$ cat src/rtl/tsms_pkg.sv
package tsms_pkg;

    // table geometry
    localparam int SONG_DEPTH  = 256;
    localparam int SONG_AW     = $clog2(SONG_DEPTH);
    localparam int TABLE_DEPTH = 2 * SONG_DEPTH;
    localparam int TABLE_AW    = SONG_AW + 1;
    // wide enough for a song length and for position + 1
    localparam int LEN_W       = (SONG_AW + 1 > 9) ? SONG_AW + 1 : 9;

    // field widths
    localparam int FREQ_W = 16;
    localparam int DIV_W  = 8;
    localparam int TICK_W = 16;
    localparam int PCT_W  = 8;
    localparam int CFG_W  = 16;
    localparam int ENTRY_W = FREQ_W + DIV_W;

    // note length when the divisor is zero
    localparam logic [TICK_W-1:0] DEFAULT_NOTE_TICKS = TICK_W'(100);

    // pause = note_length * percent / 100, done as multiply by reciprocal
    localparam int PROD_W      = TICK_W + PCT_W;
    localparam int RECIP_SHIFT = 31;
    localparam int RECIP_W     = 25;
    localparam logic [RECIP_W-1:0] PAUSE_RECIP =
        RECIP_W'(((64'd1 << RECIP_SHIFT) + 64'd99) / 64'd100);
    localparam int SCALED_W    = PROD_W + RECIP_W;
    localparam int QUOT_W      = SCALED_W - RECIP_SHIFT;

    // restoring divider steps, one per numerator bit
    localparam int DIV_STEPS = TICK_W;
    localparam int DCNT_W    = $clog2(DIV_STEPS);

    // function codes of an input item
    localparam logic [1:0] FUNC_TICK = 2'd0;
    localparam logic [1:0] FUNC_CTRL = 2'd1;
    localparam logic [1:0] FUNC_LOAD = 2'd2;

    // configuration register indexes
    localparam logic [1:0] REG_TEMPO_NUM  = 2'd0;
    localparam logic [1:0] REG_PAUSE_PCT  = 2'd1;
    localparam logic [1:0] REG_NORMAL_LEN = 2'd2;
    localparam logic [1:0] REG_ALARM_LEN  = 2'd3;

    typedef enum logic [1:0] {
        PH_IDLE  = 2'd0,
        PH_NOTE  = 2'd1,
        PH_PAUSE = 2'd2
    } phase_t;

    typedef enum logic [3:0] {
        S_IDLE,
        S_EXEC,
        S_READ,
        S_SETUP,
        S_DIV,
        S_MUL1,
        S_MUL2,
        S_NOTE,
        S_OUT
    } ctrl_state_t;

    typedef struct packed {
        logic [1:0]  func;
        logic        sound_enable;
        logic        alarm_request;
        logic        load_song;
        logic [7:0]  load_index;
        logic [15:0] load_frequency;
        logic [7:0]  load_divisor;
    } item_t;

    typedef struct packed {
        logic [15:0] tone_frequency;
        logic        playing;
        logic        alarm_song_selected;
    } result_t;

    // controller to datapath
    typedef struct packed {
        logic accept;
        logic exec;
        logic setup;
        logic div_step;
        logic mul1;
        logic mul2;
        logic note;
        logic load_out;
    } dp_cmd_t;

    // datapath to controller
    typedef struct packed {
        logic start_note;
        logic div_zero;
        logic div_last;
        logic out_free;
    } dp_status_t;

endpackage

$ cat src/rtl/tsms_ctrl.sv
module tsms_ctrl (
    input  logic                 clk,
    input  logic                 rst_n,
    input  logic                 item_valid,
    output logic                 item_ready,
    input  tsms_pkg::dp_status_t status,
    output tsms_pkg::dp_cmd_t    cmd
);

    import tsms_pkg::*;

    ctrl_state_t state_reg, state_next;

    // state register
    always_ff @(posedge clk or negedge rst_n)
    begin
        if (!rst_n)
        begin
            state_reg <= S_IDLE;
        end
        else
        begin
            state_reg <= state_next;
        end
    end

    // next state
    always_comb
    begin
        state_next = state_reg;
        unique case (state_reg)
            S_IDLE:  if (item_valid) state_next = S_EXEC;
            S_EXEC:  state_next = status.start_note ? S_READ : S_OUT;
            S_READ:  state_next = S_SETUP;
            S_SETUP: state_next = status.div_zero ? S_MUL1 : S_DIV;
            S_DIV:   if (status.div_last) state_next = S_MUL1;
            S_MUL1:  state_next = S_MUL2;
            S_MUL2:  state_next = S_NOTE;
            S_NOTE:  state_next = S_OUT;
            S_OUT:   if (status.out_free) state_next = S_IDLE;
        endcase
    end

    // commands
    always_comb
    begin
        cmd        = '0;
        item_ready = 1'b0;
        unique case (state_reg)
            S_IDLE:
            begin
                item_ready = 1'b1;
                cmd.accept = item_valid;
            end
            S_EXEC:  cmd.exec     = 1'b1;
            S_READ:  ;
            S_SETUP: cmd.setup    = 1'b1;
            S_DIV:   cmd.div_step = 1'b1;
            S_MUL1:  cmd.mul1     = 1'b1;
            S_MUL2:  cmd.mul2     = 1'b1;
            S_NOTE:  cmd.note     = 1'b1;
            S_OUT:   cmd.load_out = status.out_free;
        endcase
    end

endmodule

$ cat config.mk
export PLATFORM = sky130hd
export DESIGN_NAME = tsms_ctrl
export DESIGN_NICKNAME = d
export VERILOG_FILES = /design/src/rtl/tsms_pkg.sv /design/src/rtl/tsms_ctrl.sv
export SDC_FILE = /design/constraint.sdc
export NUM_CORES = 1
export LEC_CHECK = 0
export ABC_AREA = 0
export BUFFER_PORTS_ARGS = -buffer_cell sky130_fd_sc_hd__buf_2
export CORE_AREA = 3 3 40 42
export CTS_BUF_LIST = sky130_fd_sc_hd__clkbuf_4 sky130_fd_sc_hd__clkbuf_8
export DETAILED_ROUTE_END_ITERATION = 8
export DIE_AREA = 0 0 43 45
export SETUP_SLACK_MARGIN = 0.5
export SLEW_MARGIN = 20
export SYNTH_ARGS = -nofsm -noshare
export SYNTH_HDL_FRONTEND = slang
export SYNTH_SLANG_ARGS = --single-unit
export TNS_END_PERCENT = 1
$ cat constraint.sdc
create_clock -name clk -period 1.35 [get_ports clk]
set_input_delay 0.135 -clock clk [delete_from_list [all_inputs] [get_ports clk]]
set_output_delay 0.135 -clock clk [all_outputs]
set_load 0.02 [all_outputs]
# == After elaboration in Yosys (flattened, before gate mapping) ==
# Cells that the tools add are included.
# op_classes
reduce_logical,2
n_mux,15
eq_ne,11
# op_table
cell,n
$pmux W4 S9,1
$eq A4 B3 Y1 const B,4
$mux W4,4
$mux W1,10
$eq A4 B2 Y1 const B,2
$ne A2 B2 Y1 const B,3
$eq A4 B1 Y1 const B,1
$eq A4 B4 Y1 const B,1
$logic_not A4 Y1,1
$reduce_and A3 Y1,1
# totals
word_cells,29
out_inout_bits,9
reg_bits,4
input_bits,7

# == Longest topological paths before layout ==
# logic_depth
depth_word,3
depth_mapped,4
depth_no_buf,3

# == Worst setup path after synthesis ==
# Ideal clock, no wire load.
# synth_timing
kind,flip-flop to output port
startpoint,register state_reg[3]
endpoint,output port cmd[4] (netlist bit)
arrival_time_ns,1.187
setup_slack_ns,0.028
n_path_buf,1
required_ns,1.215
stages_incl_launch_ff,4
cell_sequence,dfrtp_1 > buf_2 > nand2b_1 > nor3_1
# synth_lines
element,line,source
from (decl),tsms_ctrl.sv:12,"ctrl_state_t state_reg, state_next;"
from (signal assigned),tsms_ctrl.sv:23,state_reg <= state_next;
to (decl),tsms_ctrl.sv:7,output tsms_pkg::dp_cmd_t cmd

==> impl_summary.log <==
INFO  metric outcome = finished with violations
INFO  metric failed_checks = setup timing
INFO  metric synthAdderAreaFrac = 0%
INFO  metric synth_seq_area_share = 31.5%
INFO  metric grt_use_met2 = 14.1%
INFO  metric worst-path-max-fanout = 7
INFO  metric comb_power_share = 62.3%
INFO  metric grt_first_pass_wirelength = 1.40 mm
INFO  metric path_class = reg -> out
INFO  metric cts_tree = done
INFO  metric final_net_count = 70
INFO  metric dieArea = 0.00194 mm2
INFO  metric max-cap-violations = 0
INFO  metric cp_data_required_time = 1.22 ns
INFO  metric grt_pass1_vias = 307
INFO  metric grt-ovfl-total = 0
INFO  metric drive_above_1_share = 67.2%
INFO  metric rr_worst_depth = 4
INFO  metric clock_tree.root_cell = clkbuf_4
INFO  metric worst_hold_startpoint = status[3]
INFO  metric startpoint_type = register
INFO  metric clk_path_buf_depth = 2
INFO  metric met3_usage = 6.37%
INFO  metric synthXorXnorAreaFrac = 2.76%
INFO  metric dp_slack = 0.0857 ns
INFO  metric synthesized_area_fraction_occupied_by_ao_oa_aoi_and_oai_cells = 17.7%
INFO  metric sequentialPowerShare = 25.2%
INFO  metric worstPathArrival = 1.28 ns
INFO  metric netlist-cell-type-count = 21
INFO  metric drt_first_pass_iters = 4
INFO  metric dr.first_iter.drc_count = 8
INFO  metric clock_power_share = 12.5%
INFO  metric die_width = 43 um
INFO  metric ir_drop = 998 uV
INFO  metric io_pins = 16
INFO  metric finalWorstSetupSlack = -0.0616 ns
INFO  metric powerDensity = 2340 mW/mm2
INFO  metric number_of_antenna_violations_at_the_first_check_in_global_routing = 0
INFO  metric antenna_violating_nets_post_route = 0
INFO  metric tightest_slew = 0.215 ns
INFO  metric io_buffer_count = 15
INFO  metric place_area = 407 um2
INFO  metric r2r_setup_slack = 0.20 ns
INFO  metric power.switching_fraction = 44.2%
INFO  metric clock_latency = 0.24 ns
INFO  metric top_usage_layer = met2
INFO  metric timing.hold.worst_endpoint = state_reg[1]$_DFFE_PN0P_
INFO  metric synthesis.nets = 43
INFO  metric ctsHtreeMaxLevel = 1
INFO  metric via_per_inst = 4.55
INFO  metric regToRegStartpoint = state_reg[0]$_DFFE_PN0P_
INFO  metric timing_hold_violations_final = 0
INFO  metric floorplan.core_area = 0.00128 mm2
INFO  metric non_filler_instance_count_after_layout = 76
INFO  metric stdcell_area = 533 um2
INFO  metric intPower = 0.697 mW
INFO  metric finalCriticalPeriod = 1.41 ns
INFO  metric share_of_the_clock_period_used_by_the_worst_path_after_layout = 105%
INFO  metric detail_route.drc_violations = 0
INFO  metric setup_tns = -0.146 ns
INFO  metric floorplan.rows = 13
INFO  metric largest_family_of_logic_cells_by_synthesized_area = simple AND/OR/NAND/NOR gates
INFO  metric mostFrequentLayoutCells = 12 x buf_4, 10 x buf_2, 5 x nor2_1
INFO  metric detailedPlacementHpwl = 524 um
INFO  metric setup-violations-final = 5
INFO  metric maxSlewHeadroom = 85.5%
INFO  metric finalMaxSlewViolations = 0
INFO  metric n_antenna_cell = 0
INFO  metric postRouteWirelength = 850 um
INFO  metric critical_path.reg2reg.endpoint = state_reg[3]$_DFFE_PN0P_
INFO  metric post_route_core_utilization = 41.5%
INFO  metric detail_route.wl_per_cell = 11.2 um
INFO  metric post-layout-total-power = 1.25 mW
INFO  metric most_frequent_standard_cell_in_the_layout_excluding_fill_and_tap_cells = buf_4
INFO  metric groute.usage.overall = 9.92%
INFO  metric globalRouteMet1Util = 12.8%
INFO  metric largest_register_ff_count = 4
INFO  metric rsz0062_at_grt = yes
INFO  metric hold_path.class = in -> reg
INFO  metric syn_area_per_cell = 8.83 um2
INFO  metric path_clk_slew = 0.04 ns
INFO  metric static-leakage-power = 0.260 nW
INFO  metric clock_skew_after_layout = 0.00224 ns
INFO  metric ys_warn_count = 0
INFO  metric switchingPower = 0.551 mW
INFO  metric muxShareOfSynthArea = 0%
INFO  metric synthSimpleGateAreaFrac = 37.0%
INFO  metric grt_start_max_net_pins = 8
INFO  metric hold_depth = 3
INFO  metric gp_routability_congestion = 0.660
INFO  metric area_growth_syn_to_layout = 67.7%
INFO  metric numClockSinks = 4
INFO  metric floorplan.die.height = 45 um
INFO  metric post_synth_inst_count = 36
INFO  metric synth.cell_area = 318 um2
INFO  metric fmax = 708 MHz
INFO  metric start_util = 24.7%
INFO  metric number_of_cts_inserted_buffers = 3
INFO  metric crit_path_end_kind = output pin
INFO  metric yosys_register_bits = 4
INFO  metric vias = 346
INFO  metric dp.cells = 65
INFO  metric worst_hold_slack = 0.219 ns
critical path, cell delays in order (launching register included):
cell and delay, ns:
dfrtp_2 0.47, nor4_4 0.29, and2_4 0.18, buf_6 0.10
layout make-up:
cell class              count  area [um2]
clock buffers               3        22.5
fillers                   131         752
inverters                   2        7.51
multi-input cells          27         206
flip-flops and latches      4         105
well taps                  15        18.8
repair buffers             25         173
worst max-delay path by stage:
| stage | start | cells past startpoint | endpoint |
|---|---|---|---|
| 6_report | state_reg[0]$_DFFE_PN0P_ | 3 | cmd[7] |
| 5_1_grt | state_reg[2]$_DFFE_PN0P_ | 3 | cmd[7] |
| 4_1_cts | state_reg[1]$_DFFE_PN0P_ | 3 | cmd[7] |
| 3_5_place_dp | state_reg[0]$_DFFE_PN0P_ | 3 | cmd[7] |
| 3_3_place_gp | state_reg[0]$_DFFE_PN0P_ | 3 | cmd[7] |
| 2_1_floorplan | state_reg[2]$_DFFE_PN0P_ | 3 | cmd[7] |
Yosys cell counts (all sizes together):
cell	n	area share [%]
xor2	1	2.8
o31a	1	2.8
o32ai	1	2.8
o21bai	1	2.4
nand2	1	2.0
and3	1	2.0
or2b	1	2.4
o21ai	1	1.6
nor2	5	5.9
nor3b	1	3.9
inv	2	2.4
buf	3	8.7
nor3	4	6.3
a21boi	1	2.4
dfrtp	4	31
a21oi	3	5.9
and2	1	2.0
nand2b	3	5.9
nor4	1	6.7
cells by family (layout without fill, tap and decap cells):
group | after synthesis | in the layout
AOI/OAI and AO/OA | 8 | 8
buffers and inverters | 5 | 30
xor gates and xnor gates | 1 | 1
and+or+nand+nor | 18 | 18
DFF | 4 | 4
power groups by stage:
stage          Combinational [mW]  Clock [mW]  Sequential (mW)
4_1_cts                     0.748       0.156            0.312
6_report                    0.778       0.156            0.314
2_1_floorplan               0.529           0            0.215
3_3_place_gp                0.534           0            0.312
5_1_grt                     0.839       0.173            0.327
3_5_place_dp                0.535           0            0.316
metal layers:
layer  up-vias  wire length [um]
li1        173                 -
met1       152               384
met2        21               368
met3         0                97
met4         0                 0
met5         -                 0
timing repair:
item                                    4_1_cts  5_1_grt
buffers inserted                              7        0
hold endpoints to repair                      4        0
pin swaps                                     4        5
hold buffers                                  1        0
gates resized for setup                      13        3
endpoints found under the setup margin       13       13
Power figures use the tool's default switching activity.
